File: src/design/nhbc_pkg.sv
package nhbc_pkg;

   // Default widths and the fixed widths of the stream fields.
   localparam int DEF_COEF_WIDTH = 18;
   localparam int DEF_DATA_WIDTH = 32;
   localparam int SAMPLE_WIDTH   = 16;
   localparam int SAMPLE_SHIFT   = 8;
   localparam int OUT_WIDTH      = 32;
   localparam int NUM_SECT       = 2;
   localparam int CSR_IDX_W      = 3;
   localparam int STEP_W         = 3;

   // Configuration register indexes.
   typedef enum logic [CSR_IDX_W-1:0] {
      CSR_NOTCH_FB    = 3'd0,
      CSR_NOTCH_FF    = 3'd1,
      CSR_NOTCH_LAST  = 3'd2,
      CSR_HPASS_FB    = 3'd3,
      CSR_HPASS_FF    = 3'd4,
      CSR_HPASS_LAST  = 3'd5
   } csr_index_type;

   // Multiplier coefficient operand.
   typedef enum logic [2:0] {
      COEF_ONE,
      COEF_A1,
      COEF_A2,
      COEF_B0,
      COEF_B1,
      COEF_B2
   } coef_sel_type;

   // Multiplier data operand.
   typedef enum logic [1:0] {
      DATA_X,
      DATA_D1,
      DATA_D2,
      DATA_W
   } data_sel_type;

   // Accumulator operation on the registered product.
   typedef enum logic [1:0] {
      ACC_HOLD,
      ACC_LOAD,
      ACC_ADD,
      ACC_SUB
   } acc_op_type;

   // Write-back of the rounded accumulator.
   typedef enum logic [1:0] {
      WB_NONE,
      WB_W,
      WB_Y
   } wb_op_type;

   // Sequencing of the step counter.
   typedef enum logic {
      SEQ_NEXT,
      SEQ_BRANCH
   } seq_op_type;

   // Sequencer states.
   typedef enum logic {
      ST_IDLE,
      ST_RUN
   } state_type;

   // One microcode word.
   typedef struct packed {
      coef_sel_type coef_sel;
      data_sel_type data_sel;
      acc_op_type   acc_op;
      wb_op_type    wb_op;
      seq_op_type   seq_op;
   } ctrl_word_type;

   // Control from the sequencer to the datapath.
   typedef struct packed {
      ctrl_word_type word;
      logic          sec;
      logic          en;
   } ctrl_type;

   // Program for one biquad section. The feedback sum is formed first, the
   // forward sum takes b0*w last so that w has been written back by then.
   // The last step writes the section output, shifts the delays and branches
   // back for the second section or ends the item.
   function automatic ctrl_word_type rom_word(input logic [STEP_W-1:0] step);
      ctrl_word_type w;
      w = '{COEF_ONE, DATA_X, ACC_HOLD, WB_NONE, SEQ_NEXT};
      case (step)
         3'd0: w = '{COEF_ONE, DATA_X,  ACC_HOLD, WB_NONE, SEQ_NEXT};
         3'd1: w = '{COEF_A1,  DATA_D1, ACC_LOAD, WB_NONE, SEQ_NEXT};
         3'd2: w = '{COEF_A2,  DATA_D2, ACC_SUB,  WB_NONE, SEQ_NEXT};
         3'd3: w = '{COEF_B1,  DATA_D1, ACC_SUB,  WB_NONE, SEQ_NEXT};
         3'd4: w = '{COEF_B2,  DATA_D2, ACC_LOAD, WB_W,    SEQ_NEXT};
         3'd5: w = '{COEF_B0,  DATA_W,  ACC_ADD,  WB_NONE, SEQ_NEXT};
         3'd6: w = '{COEF_ONE, DATA_X,  ACC_ADD,  WB_NONE, SEQ_NEXT};
         default: w = '{COEF_ONE, DATA_X, ACC_HOLD, WB_Y, SEQ_BRANCH};
      endcase
      return w;
   endfunction

endpackage

File: src/design/notch_highpass_biquad_cascade.sv
// Notch then high-pass filter built from two direct-form-II biquad sections
// that share one multiplier and one accumulator under a small microprogram.
//
// Input channel req_*: one signed 16-bit sample per item in req_tdata.
// Result channel rsp_*: one saturated signed Q23.8 value per item in rsp_tdata.
// Configuration channel csr_*: csr_index picks one of six coefficient
// registers, csr_data carries its value; csr_ready is always high. Write only
// while no item is in flight.
//
// An item is accepted only while the sequencer is idle, so a new sample is not
// taken before the last one is through. It then runs eight microcode steps for
// each section, and its result shows on rsp_tvalid once the final write-back
// step of the second section is done. The ten products go one at a time
// through the single multiplier, between the write-back steps of the program.
//
// Reset clears the delay words, the result valid and the sequencer, and loads
// pass-through coefficients. A result waits in the output register until
// taken; a new item is accepted meanwhile, and it stalls at its final
// write-back step only while the earlier result is still held.
module notch_highpass_biquad_cascade
   import nhbc_pkg::*;
#(
   parameter int COEF_WIDTH = DEF_COEF_WIDTH,
   parameter int DATA_WIDTH = DEF_DATA_WIDTH
) (
   input  logic                    clock,
   input  logic                    reset,
   input  logic                    req_tvalid,
   output logic                    req_tready,
   input  logic [SAMPLE_WIDTH-1:0] req_tdata,  // [15:0] sample
   output logic                    rsp_tvalid,
   input  logic                    rsp_tready,
   output logic [OUT_WIDTH-1:0]    rsp_tdata,  // [31:0] filtered
   input  logic                    csr_valid,
   output logic                    csr_ready,
   input  logic [CSR_IDX_W-1:0]    csr_index,
   input  logic [2*COEF_WIDTH-1:0] csr_data
);

   logic [2*COEF_WIDTH-1:0] fb_cfg   [NUM_SECT];
   logic [2*COEF_WIDTH-1:0] ff_cfg   [NUM_SECT];
   logic [COEF_WIDTH-1:0]   last_cfg [NUM_SECT];
   ctrl_type                ctrl;
   logic                    idle;
   logic                    accept;

   assign req_tready = idle;
   assign accept     = req_tvalid && idle;

   // Coefficient registers.
   nhbc_csr #(
      .COEF_WIDTH (COEF_WIDTH)
   ) u_csr (
      .clock     (clock),
      .reset     (reset),
      .csr_valid (csr_valid),
      .csr_ready (csr_ready),
      .csr_index (csr_index),
      .csr_data  (csr_data),
      .fb_out    (fb_cfg),
      .ff_out    (ff_cfg),
      .last_out  (last_cfg)
   );

   // Microcode sequencer.
   nhbc_sequencer u_sequencer (
      .clock    (clock),
      .reset    (reset),
      .start    (accept),
      .out_busy (rsp_tvalid && !rsp_tready),
      .idle     (idle),
      .ctrl     (ctrl)
   );

   // Multiply-accumulate datapath and result register.
   nhbc_datapath #(
      .COEF_WIDTH (COEF_WIDTH),
      .DATA_WIDTH (DATA_WIDTH)
   ) u_datapath (
      .clock       (clock),
      .reset       (reset),
      .ctrl        (ctrl),
      .load        (accept),
      .sample      (req_tdata),
      .fb_in_cfg   (fb_cfg),
      .ff_in_cfg   (ff_cfg),
      .last_in_cfg (last_cfg),
      .rsp_tready  (rsp_tready),
      .rsp_tvalid  (rsp_tvalid),
      .rsp_tdata   (rsp_tdata)
   );

endmodule

File: src/design/nhbc_csr.sv
module nhbc_csr
   import nhbc_pkg::*;
#(
   parameter int COEF_WIDTH = DEF_COEF_WIDTH
) (
   input  logic                    clock,
   input  logic                    reset,
   input  logic                    csr_valid,
   output logic                    csr_ready,
   input  logic [CSR_IDX_W-1:0]    csr_index,
   input  logic [2*COEF_WIDTH-1:0] csr_data,
   output logic [2*COEF_WIDTH-1:0] fb_out   [NUM_SECT],
   output logic [2*COEF_WIDTH-1:0] ff_out   [NUM_SECT],
   output logic [COEF_WIDTH-1:0]   last_out [NUM_SECT]
);

   localparam int FRAC = COEF_WIDTH - 2;
   localparam logic [2*COEF_WIDTH-1:0] FF_RESET = (2*COEF_WIDTH)'(1) << FRAC;

   logic [2*COEF_WIDTH-1:0] fb_ff   [NUM_SECT];
   logic [2*COEF_WIDTH-1:0] ff_ff   [NUM_SECT];
   logic [COEF_WIDTH-1:0]   last_ff [NUM_SECT];
   logic [2*COEF_WIDTH-1:0] fb_in   [NUM_SECT];
   logic [2*COEF_WIDTH-1:0] ff_in   [NUM_SECT];
   logic [COEF_WIDTH-1:0]   last_in [NUM_SECT];

   // Writes are taken in every cycle.
   assign csr_ready = 1'b1;

   // Register decode; indexes beyond the list are dropped.
   always_comb begin
      fb_in   = fb_ff;
      ff_in   = ff_ff;
      last_in = last_ff;
      if (csr_valid) begin
         unique case (csr_index)
            CSR_NOTCH_FB:   fb_in[0]   = csr_data;
            CSR_NOTCH_FF:   ff_in[0]   = csr_data;
            CSR_NOTCH_LAST: last_in[0] = csr_data[COEF_WIDTH-1:0];
            CSR_HPASS_FB:   fb_in[1]   = csr_data;
            CSR_HPASS_FF:   ff_in[1]   = csr_data;
            CSR_HPASS_LAST: last_in[1] = csr_data[COEF_WIDTH-1:0];
            default: ;
         endcase
      end
   end

   // Reset values give a pass-through in both sections.
   always_ff @(posedge clock) begin
      if (reset) begin
         for (int s = 0; s < NUM_SECT; s++) begin
            fb_ff[s]   <= '0;
            ff_ff[s]   <= FF_RESET;
            last_ff[s] <= '0;
         end
      end else begin
         fb_ff   <= fb_in;
         ff_ff   <= ff_in;
         last_ff <= last_in;
      end
   end

   assign fb_out   = fb_ff;
   assign ff_out   = ff_ff;
   assign last_out = last_ff;

endmodule

File: src/design/nhbc_sequencer.sv
module nhbc_sequencer
   import nhbc_pkg::*;
(
   input  logic     clock,
   input  logic     reset,
   input  logic     start,
   input  logic     out_busy,
   output logic     idle,
   output ctrl_type ctrl
);

   state_type         state_ff, state_in;
   logic [STEP_W-1:0] step_ff, step_in;
   logic              sec_ff, sec_in;
   ctrl_word_type     word;
   logic              en;

   // State, step counter and section bit.
   always_ff @(posedge clock) begin
      if (reset) begin
         state_ff <= ST_IDLE;
         step_ff  <= '0;
         sec_ff   <= 1'b0;
      end else begin
         state_ff <= state_in;
         step_ff  <= step_in;
         sec_ff   <= sec_in;
      end
   end

   // Fetch, stall on a held result at the final write-back, and branch.
   always_comb begin
      word     = rom_word(step_ff);
      en       = 1'b0;
      state_in = state_ff;
      step_in  = step_ff;
      sec_in   = sec_ff;
      unique case (state_ff)
         ST_IDLE: begin
            if (start) begin
               state_in = ST_RUN;
               step_in  = '0;
               sec_in   = 1'b0;
            end
         end
         ST_RUN: begin
            en = !(word.seq_op == SEQ_BRANCH && sec_ff && out_busy);
            if (en) begin
               if (word.seq_op == SEQ_NEXT) begin
                  step_in = step_ff + STEP_W'(1);
               end else if (!sec_ff) begin
                  step_in = '0;
                  sec_in  = 1'b1;
               end else begin
                  state_in = ST_IDLE;
               end
            end
         end
         default: state_in = ST_IDLE;
      endcase
   end

   assign idle      = (state_ff == ST_IDLE);
   assign ctrl.word = word;
   assign ctrl.sec  = sec_ff;
   assign ctrl.en   = en;

endmodule

File: src/design/nhbc_datapath.sv
module nhbc_datapath
   import nhbc_pkg::*;
#(
   parameter int COEF_WIDTH = DEF_COEF_WIDTH,
   parameter int DATA_WIDTH = DEF_DATA_WIDTH
) (
   input  logic                    clock,
   input  logic                    reset,
   input  ctrl_type                ctrl,
   input  logic                    load,
   input  logic [SAMPLE_WIDTH-1:0] sample,
   input  logic [2*COEF_WIDTH-1:0] fb_in_cfg   [NUM_SECT],
   input  logic [2*COEF_WIDTH-1:0] ff_in_cfg   [NUM_SECT],
   input  logic [COEF_WIDTH-1:0]   last_in_cfg [NUM_SECT],
   input  logic                    rsp_tready,
   output logic                    rsp_tvalid,
   output logic [OUT_WIDTH-1:0]    rsp_tdata
);

   localparam int CW    = COEF_WIDTH;
   localparam int DW    = DATA_WIDTH;
   localparam int FRAC  = CW - 2;
   localparam int PW    = CW + DW;
   localparam int ACC_W = PW + 2;
   localparam int RW    = ACC_W - FRAC;
   localparam int XW    = RW + OUT_WIDTH;
   localparam logic signed [CW-1:0]    COEF_UNIT = CW'(1) << FRAC;
   localparam logic signed [ACC_W-1:0] RND_HALF  = ACC_W'(1) << (FRAC - 1);

   logic signed [DW-1:0]    x_ff, x_in;
   logic signed [DW-1:0]    w_ff, w_in;
   logic signed [DW-1:0]    d1_ff [NUM_SECT];
   logic signed [DW-1:0]    d2_ff [NUM_SECT];
   logic signed [DW-1:0]    d1_in [NUM_SECT];
   logic signed [DW-1:0]    d2_in [NUM_SECT];
   logic signed [PW-1:0]    prod_ff, prod_in;
   logic signed [ACC_W-1:0] acc_ff, acc_in;
   logic [OUT_WIDTH-1:0]    out_ff, out_in;
   logic                    valid_ff, valid_in;

   logic signed [CW-1:0]    coef_op;
   logic signed [DW-1:0]    data_op;
   logic signed [ACC_W-1:0] acc_rnd;
   logic signed [RW-1:0]    rnd_sh;
   logic signed [XW-1:0]    rnd_ext;
   logic signed [DW-1:0]    sat_dw;
   logic [OUT_WIDTH-1:0]    sat_out;
   logic                    ovf_dw, ovf_out;
   logic signed [ACC_W-1:0] prod_ext;

   // Operand selection for the shared multiplier.
   always_comb begin
      case (ctrl.word.coef_sel)
         COEF_A1: coef_op = $signed(fb_in_cfg[ctrl.sec][CW-1:0]);
         COEF_A2: coef_op = $signed(fb_in_cfg[ctrl.sec][2*CW-1:CW]);
         COEF_B0: coef_op = $signed(ff_in_cfg[ctrl.sec][CW-1:0]);
         COEF_B1: coef_op = $signed(ff_in_cfg[ctrl.sec][2*CW-1:CW]);
         COEF_B2: coef_op = $signed(last_in_cfg[ctrl.sec]);
         default: coef_op = COEF_UNIT;
      endcase
      case (ctrl.word.data_sel)
         DATA_D1: data_op = d1_ff[ctrl.sec];
         DATA_D2: data_op = d2_ff[ctrl.sec];
         DATA_W:  data_op = w_ff;
         default: data_op = x_ff;
      endcase
   end

   // Round half up by the fraction bits, then saturate to both widths.
   always_comb begin
      acc_rnd = acc_ff + RND_HALF;
      rnd_sh  = acc_rnd[ACC_W-1:FRAC];
      rnd_ext = XW'(rnd_sh);
      ovf_dw  = !((&rnd_sh[RW-1:DW-1]) || !(|rnd_sh[RW-1:DW-1]));
      ovf_out = !((&rnd_ext[XW-1:OUT_WIDTH-1]) || !(|rnd_ext[XW-1:OUT_WIDTH-1]));
      if (ovf_dw) begin
         sat_dw = {rnd_sh[RW-1], {(DW-1){!rnd_sh[RW-1]}}};
      end else begin
         sat_dw = rnd_sh[DW-1:0];
      end
      if (ovf_out) begin
         sat_out = {rnd_ext[XW-1], {(OUT_WIDTH-1){!rnd_ext[XW-1]}}};
      end else begin
         sat_out = rnd_ext[OUT_WIDTH-1:0];
      end
   end

   // Next values of the multiplier, accumulator and data registers.
   always_comb begin
      x_in     = x_ff;
      w_in     = w_ff;
      d1_in    = d1_ff;
      d2_in    = d2_ff;
      prod_in  = prod_ff;
      acc_in   = acc_ff;
      out_in   = out_ff;
      valid_in = valid_ff && !rsp_tready;
      prod_ext = ACC_W'(prod_ff);
      if (load) begin
         x_in = DW'($signed(sample)) <<< SAMPLE_SHIFT;
      end
      if (ctrl.en) begin
         prod_in = PW'(coef_op) * PW'(data_op);
         case (ctrl.word.acc_op)
            ACC_LOAD: acc_in = prod_ext;
            ACC_ADD:  acc_in = acc_ff + prod_ext;
            ACC_SUB:  acc_in = acc_ff - prod_ext;
            default:  acc_in = acc_ff;
         endcase
         case (ctrl.word.wb_op)
            WB_W: w_in = sat_dw;
            WB_Y: begin
               d2_in[ctrl.sec] = d1_ff[ctrl.sec];
               d1_in[ctrl.sec] = w_ff;
               if (!ctrl.sec) begin
                  x_in = sat_dw;
               end else begin
                  out_in   = sat_out;
                  valid_in = 1'b1;
               end
            end
            default: ;
         endcase
      end
   end

   // Delay words and result valid are cleared by reset.
   always_ff @(posedge clock) begin
      if (reset) begin
         for (int s = 0; s < NUM_SECT; s++) begin
            d1_ff[s] <= '0;
            d2_ff[s] <= '0;
         end
         valid_ff <= 1'b0;
      end else begin
         d1_ff    <= d1_in;
         d2_ff    <= d2_in;
         valid_ff <= valid_in;
      end
   end

   // Payload registers.
   always_ff @(posedge clock) begin
      x_ff    <= x_in;
      w_ff    <= w_in;
      prod_ff <= prod_in;
      acc_ff  <= acc_in;
      out_ff  <= out_in;
   end

   assign rsp_tvalid = valid_ff;
   assign rsp_tdata  = out_ff;

endmodule

File: config.mk
export PLATFORM = sky130hd
export DESIGN_NAME = notch_highpass_biquad_cascade
export DESIGN_NICKNAME = d
export VERILOG_FILES = /design/src/design/nhbc_pkg.sv /design/src/design/notch_highpass_biquad_cascade.sv /design/src/design/nhbc_csr.sv /design/src/design/nhbc_sequencer.sv /design/src/design/nhbc_datapath.sv
export SDC_FILE = /design/constraint.sdc
export NUM_CORES = 2
export LEC_CHECK = 0
export BUFFER_PORTS_ARGS = -buffer_cell sky130_fd_sc_hd__buf_4
export CORE_UTILIZATION = 55
export DETAILED_ROUTE_END_ITERATION = 8
export GPL_ROUTABILITY_DRIVEN = 1
export PLACE_DENSITY = 0.71
export SLEW_MARGIN = 25
export SYNTH_ARGS = -nofsm -noshare
export SYNTH_HDL_FRONTEND = slang
export SYNTH_SLANG_ARGS = --single-unit
File: constraint.sdc
create_clock -name clock -period 10.51 [get_ports clock]
set_clock_uncertainty 0.15 [all_clocks]
set_input_delay 1.051 -clock clock [delete_from_list [all_inputs] [get_ports clock]]
set_output_delay 1.051 -clock clock [all_outputs]
set_load 0.02 [all_outputs]
Word level (Yosys, flattened, before mapping)
Index checks and enable logic that the tools add are counted.

Input port bits: 60. Word-level logic and storage cells: 129. Output and inout port bits: 35. Bits in registers: 512.

$mul: 1. Bitwise operators: 2. $add $sub $neg: 4. Eq/ne operators: 28. Magnitude comparators: 2. Muxes and demuxes: 46. Reductions and logical operators: 27.

Operator list (number): 2-to-1 mux 32 bit (12); 2-to-1 mux 36 bit (6); one-hot mux 52 bit (3 select lines) (1); bitwise mux 64 bit (2); one-hot mux 32 bit (3 select lines) (1); one-hot mux 18 bit (5 select lines) (1); one-hot mux 10 bit (7 select lines) (1); 2-to-1 mux 18 bit (3); adder 52 x 17 -> 52 bit, second input constant (1); adder 52 x 50 -> 52 bit (1); subtractor 52 x 50 -> 52 bit (1); multiplier 18 x 32 -> 50 bit (1); demux 32 bit (select 1 bit) (1); == test 3 bit, second input constant (7); == test 3 x 2 -> 1 bit, second input constant (6); AND reduction 2 bit (9); 2-to-1 mux 3 bit (4); 2-to-1 mux 1 bit (11); == test 2 bit, second input constant (5); == test 3 x 1 -> 1 bit, second input constant (3); AND reduction 3 bit (3); == test 2 x 1 -> 1 bit, second input constant (3); logical NOT 3 bit (2); one-hot mux 3 bit (2 select lines) (1); other kinds (15) (24).

Longest topological paths before layout
Depth after elaboration: 8. Mapped depth: 36. Mapped depth without buffers: 33.

Modules after synthesis
From an unflattened synthesis, not the netlist that was laid out.

Cell total of the unflattened synthesis: 5096. Area, all modules: 46341.9 µm².

Modules (own cells, without submodules): nhbc_datapath (cells an instance 4407, area an instance 38823.5 µm², times used 1); nhbc_csr (cells an instance 633, area an instance 7060.5 µm², times used 1); nhbc_sequencer (cells an instance 54, area an instance 437.9 µm², times used 1); notch_highpass_biquad_cascade (cells an instance 2, area an instance 20.0 µm², times used 1).

Worst setup path before layout
OpenSTA, ideal clock, no wires.

Kind: register to register. From: register u_sequencer.step_ff[0]. To: register u_datapath.prod_ff[48], data pin. Setup time: 265 ps. Arrival: 8003 ps. Setup slack: 2091 ps. Cell stages (with the launch flop): 33. Buffers on the path: 3. Data required time: 10095 ps. Clock period less this slack: 8419 ps. Path through: dfxtp_1 > inv_1 > ha_1 > buf_2 > and3_1 > and2_0 > clkbuf_1 > a221oi_1 > nand2_1 > o221ai_1 > clkbuf_1 > nor2_1 > fa_1 > inv_1 > fa_1 > fa_1 > fa_1 > inv_1 > fa_1 > inv_1 > fa_1 > inv_1 > ha_1 > nand2_1 > a2111oi_2 > a21oi_1 > and3b_1 > o311ai_1 > o211ai_1 > o21ai_1 > a21o_1 > nor4b_1 > or3_1.

Cells in the longest elaborated chain, start to end: 5. Elaborated cells between the ends (all ways): 19.

RTL lines: start: declaration (RTL line nhbc_sequencer.sv:13) `logic [STEP_W-1:0] step_ff, step_in;`; start signal: assignment (RTL line nhbc_sequencer.sv:26) `step_ff <= step_in;`; == test 3 bit, or another cell as far along (RTL line nhbc_pkg.sv:91) `case (step)`; one-hot mux 10 bit (7 select lines) * (RTL line nhbc_pkg.sv:91); == test 3 bit, or another cell as far along (RTL line nhbc_datapath.sv:53) `case (ctrl.word.coef_sel)`; one-hot mux 18 bit (5 select lines) / one-hot mux 32 bit (3 select lines) (equally long branches) (RTL line nhbc_datapath.sv:53, nhbc_datapath.sv:61); multiplier 18 x 32 -> 50 bit * (RTL line nhbc_datapath.sv:103) `prod_in = PW'(coef_op) * PW'(data_op);`; end signal: assignment (RTL line nhbc_datapath.sv:146) `prod_ff <= prod_in;`; end: declaration (RTL line nhbc_datapath.sv:36) `logic signed [PW-1:0] prod_ff, prod_in;`.

Every way passes the cells marked *; elsewhere a longest branch is shown, timed or not. A chain may end at the register's enable or synchronous reset.

Worst setup path in the final report
From: register u_sequencer.step_ff[1]. To: register u_datapath.prod_ff[43], data pin.

The elaborated chain is that of the path after synthesis.

==> results by group <==
Worst hold path
  • Hold EP: u_datapath.d2_ff[63]
  • Worst Min Path Start: u_datapath.d1_ff[63]
  • Hold Crit Class: reg -> reg
  • Hold Path Stages: 2

Placed design
  • Post-DP HPWL: between 100000 and 150000 um
  • Placed insts: 6124
  • I/O Buffers: 93
  • Placer congestion estimate: ~1

Drt
  • Vias per inst: just under 6
  • Drt drc: 0
  • Final ANT Viol Nets: 0
  • Detailed Route WL: 135000 um
  • Met1 wire length: 53000 um
  • Met2 WL: around 63000 um
  • Highest routed layer: met5
  • Via count: ~37000
  • Drt wl/cell: 21.6 um
  • Routed met3 length: 12900 um
  • Iteration-0 DRC Markers: roughly 3600
  • Router iterations before antenna repair: 9

Worst setup path
  • Most used cell along the critical path: fa_1
  • Worst path arrival time: 10.34 ns
  • Type of origin of the critical path: flop
  • Max stage delay on crit path: about 0.90 ns
  • R2R depth: 28
  • Critical-path maximum fanout: 15
  • Worst setup EP type: flop
  • R2R Path Start: u_sequencer.step_ff[1]
  • Slowest CP cell: o221ai_2
  • R2R Setup Slk: around 0.43 ns
  • CP Class: reg -> reg
  • Req. time, crit path: about 11 ns
  • R2R Path End: u_datapath.prod_ff[43]

Floorplan
  • Die X: 287 um
  • IO Count: 95
  • Die H: 287 um
  • Initial core utilization: 55.6%
  • Die Footprint: 82500 sq um
  • Num rows: approximately 100
  • Core area: 80500 sq um

Synthesis
  • EDFF count, synth: around 170
  • Yosys warns: 0
  • Post-Synth Simple-Gate Area: 15.6%
  • Syn Nets: 5927
  • Syn avg cell area: 8.72 sq um
  • Sequential-to-total area share from yosys stat: 26.6%
  • Netlist cell types: between 90 and 100
  • Ys async rst share: 0%
  • Mux contribution to synthesized area: 3.01%
  • Main synth FF type: dfxtp_1
  • Post-synthesis compound-gate area fraction: approximately 13%
  • Mapped Cells: a little over 5000
  • Post-synthesis instance area: ~45000 sq um
  • Synth Area in Adders: 29.8%
  • Largest family of logic cells by synthesized area: adder cells
  • Synth Register Bits: 512
  • Post-synthesis xor/xnor area fraction: 3.33%

Pwr
  • Static Leak: 0.0207 uW
  • Register share of total power: around 36%
  • Clock power frac: a little under a third
  • Total power: 6270 uW
  • Net Switching: about 2300 uW
  • Pwr dens: 129 nW/um^2
  • Combinational power share: roughly a third
  • Switching share of power: between 30 and 40%
  • Pint: 3970 uW
  • Worst VDD drop: 0.152 mV

Final layout
  • Fin cells: about 6200
  • Multi-input combinational cell area: 29400 sq um
  • Post-layout nets: 5916
  • Area growth syn-to-layout: 8.67%
  • Most frequent cells in the layout: nand2_1 (1012), inv_1 (687), fa_1 (554)
  • Share of cells above drive strength 1: 7.80%
  • Register area: 11900 sq um
  • # fillers: 7017
  • Most common cell after layout, fill and taps aside: nand2_1

CTS
  • Worst skew pair latency: 0.66 ns
  • Postcts setup bufs: 0
  • Inserted Clock Buffers: 57
  • Htree depth: 2
  • Clk slew on worst S/H paths: approximately 0.07 ns
  • CTS tree: yes
  • Clock Tree Buf Depth: 3
  • Root buffer cell: clkbuf_16
  • Clock sink count: just over 500

STA
  • Worst Tran Pin Value: ~1.1 ns
  • RSZ-0062 raised after global routing: no
  • Setup TNS: 0 ns
  • Final hold violation count: 0
  • Slew Limit Fails: 0
  • Tmin final: 10.08 ns
  • Max Clock Freq: 99.2 MHz
  • Final setup viols: 0
  • Fin crit share: between 90% and 100%
  • Slew margin rel.: 26.6%

GRT
  • GRT overflow: 0
  • Largest net degree at the start of global routing: approximately 110
  • Global-route wire length before repair: 212000 um
  • Initial antenna violation count: 2
  • GRT Util Overall: 33.3%
  • Vias in the first global route: 37100

Run
  • Max Cap Viol: 0

Status
  • Outcome: finished clean
worst max path at each step:
stage / start / endpoint / slack (ns) / depth (start not counted)
finish: u_sequencer.step_ff[1] / u_datapath.prod_ff[43] / 0.43 / 28
global route: u_sequencer.step_ff[1] / u_datapath.prod_ff[43] / 0.03 / 28
CTS: u_sequencer.step_ff[1] / u_datapath.prod_ff[43] / 0.43 / 30
detailed placement: u_sequencer.step_ff[1] / u_datapath.prod_ff[43] / 0.39 / 30
global placement: u_sequencer.step_ff[0] / u_datapath.prod_ff[48] / 0.64 / 30
floorplan: u_sequencer.step_ff[0] / u_datapath.prod_ff[48] / 2.09 / 32
cell type report:
class                           count  area share, %
Clock buffer                       79           3.21
Timing Repair Buffer              199           3.25
Clock inverter                     24          0.597
Multi-Input combinational cell   3664           60.4
Tap cell                         1060           2.73
Antenna cell                        1        0.00515
Sequential cell                   512           24.5
Inverter                          689           5.32
power by group through the flow:
| stage | combinational (uW) | clock (uW) | sequential, uW |
|---|---|---|---|
| after detailed placement | 1940 | 0 | 2310 |
| after global placement | 1920 | 0 | 2310 |
| after global routing | 2160 | 2090 | 2280 |
| final | 1990 | 2000 | 2270 |
| after CTS | 1960 | 2010 | 2270 |
| after floorplan | 1290 | 0 | 2260 |
logic make-up after synthesis:
family                     Yosys count
and+or+nand+nor                   1663
AOI/OAI and AO/OA                  967
buffers and inverters              958
adders and majority gates          733
DFF                                512
xor gates and xnor gates           170
muxes                              130
other                                1
sequential cells by signal, summed over array words and instances (netlist names):
name and count:
u_sequencer.step_ff 3, u_datapath.acc_ff 52, u_datapath.d1_ff 64, u_datapath.rsp_tvalid 1, u_datapath.w_ff 32, u_datapath.d2_ff 64
u_datapath.x_ff 32, u_sequencer.state_ff 1, u_csr.fb_out 72, u_datapath.prod_ff 50, u_csr.ff_out 72, u_csr.last_out 36
u_sequencer.sec_ff 1, u_datapath.rsp_tdata 32
synthesized netlist by cell type (all sizes together) (14+ instances only):
cell,n,area share (%)
nor2b,26,0.36
or3,18,0.27
clkbuf,237,2.0
and2,27,0.39
nand4,20,0.31
o31ai,17,0.29
o21a,48,0.81
edfxtp,166,11
a21oi,400,4.5
a22oi,60,1.0
xor2,87,1.7
inv,687,5.8
nor3,27,0.33
nor2,373,3.2
a221oi,26,0.54
mux2i,92,2.1
mux2,38,0.96
ha,179,5.0
buf,32,0.37
o21bai,14,0.23
xnor2,83,1.6
nand3,58,0.65
nand2b,38,0.53
a222oi,16,0.36
fa,554,25
a21o,60,1.0
nand2,1014,8.5
and3,14,0.20
dfxtp,346,15
o211ai,42,0.70
o21ai,177,2.0
timing repair:
item,CTS,global route
setup endpoints to repair,0,5
resized for setup,0,2
hold buffers,0,0
through the flow:
step                hold WS (ns)  setup slack (ns)  util (%)  area, sq um
finish                     0.279             0.429      60.4        48600
global placement           0.289             0.637      58.0        46800
detailed placement         0.296             0.392      58.1        46800
global route               0.297            0.0299      60.4        48600
CTS                        0.273             0.427      60.3        48600
floorplan                  0.276              2.09         -        44700
worst max-delay path: cells and delay by family, from the launching register on:
| family | cells | cell delay, ns |
|---|---|---|
| flops | 1 | 0.34 |
| xor+xnor | 1 | 0.10 |
| simple gates | 5 | 1.60 |
| fa+ha+maj | 8 | 3.77 |
| buf+inv | 7 | 1.05 |
| compound gates | 7 | 2.86 |
metal layers:
layer / vias to the layer above / GRT usage, %
met4: 2 / 13.8
met3: 350 / 6.86
li1: 16600 / -
met1: 18200 / 43.3
met5: - / 0
met2: 1627 / 54.1
(Power assumes the default switching activity.)
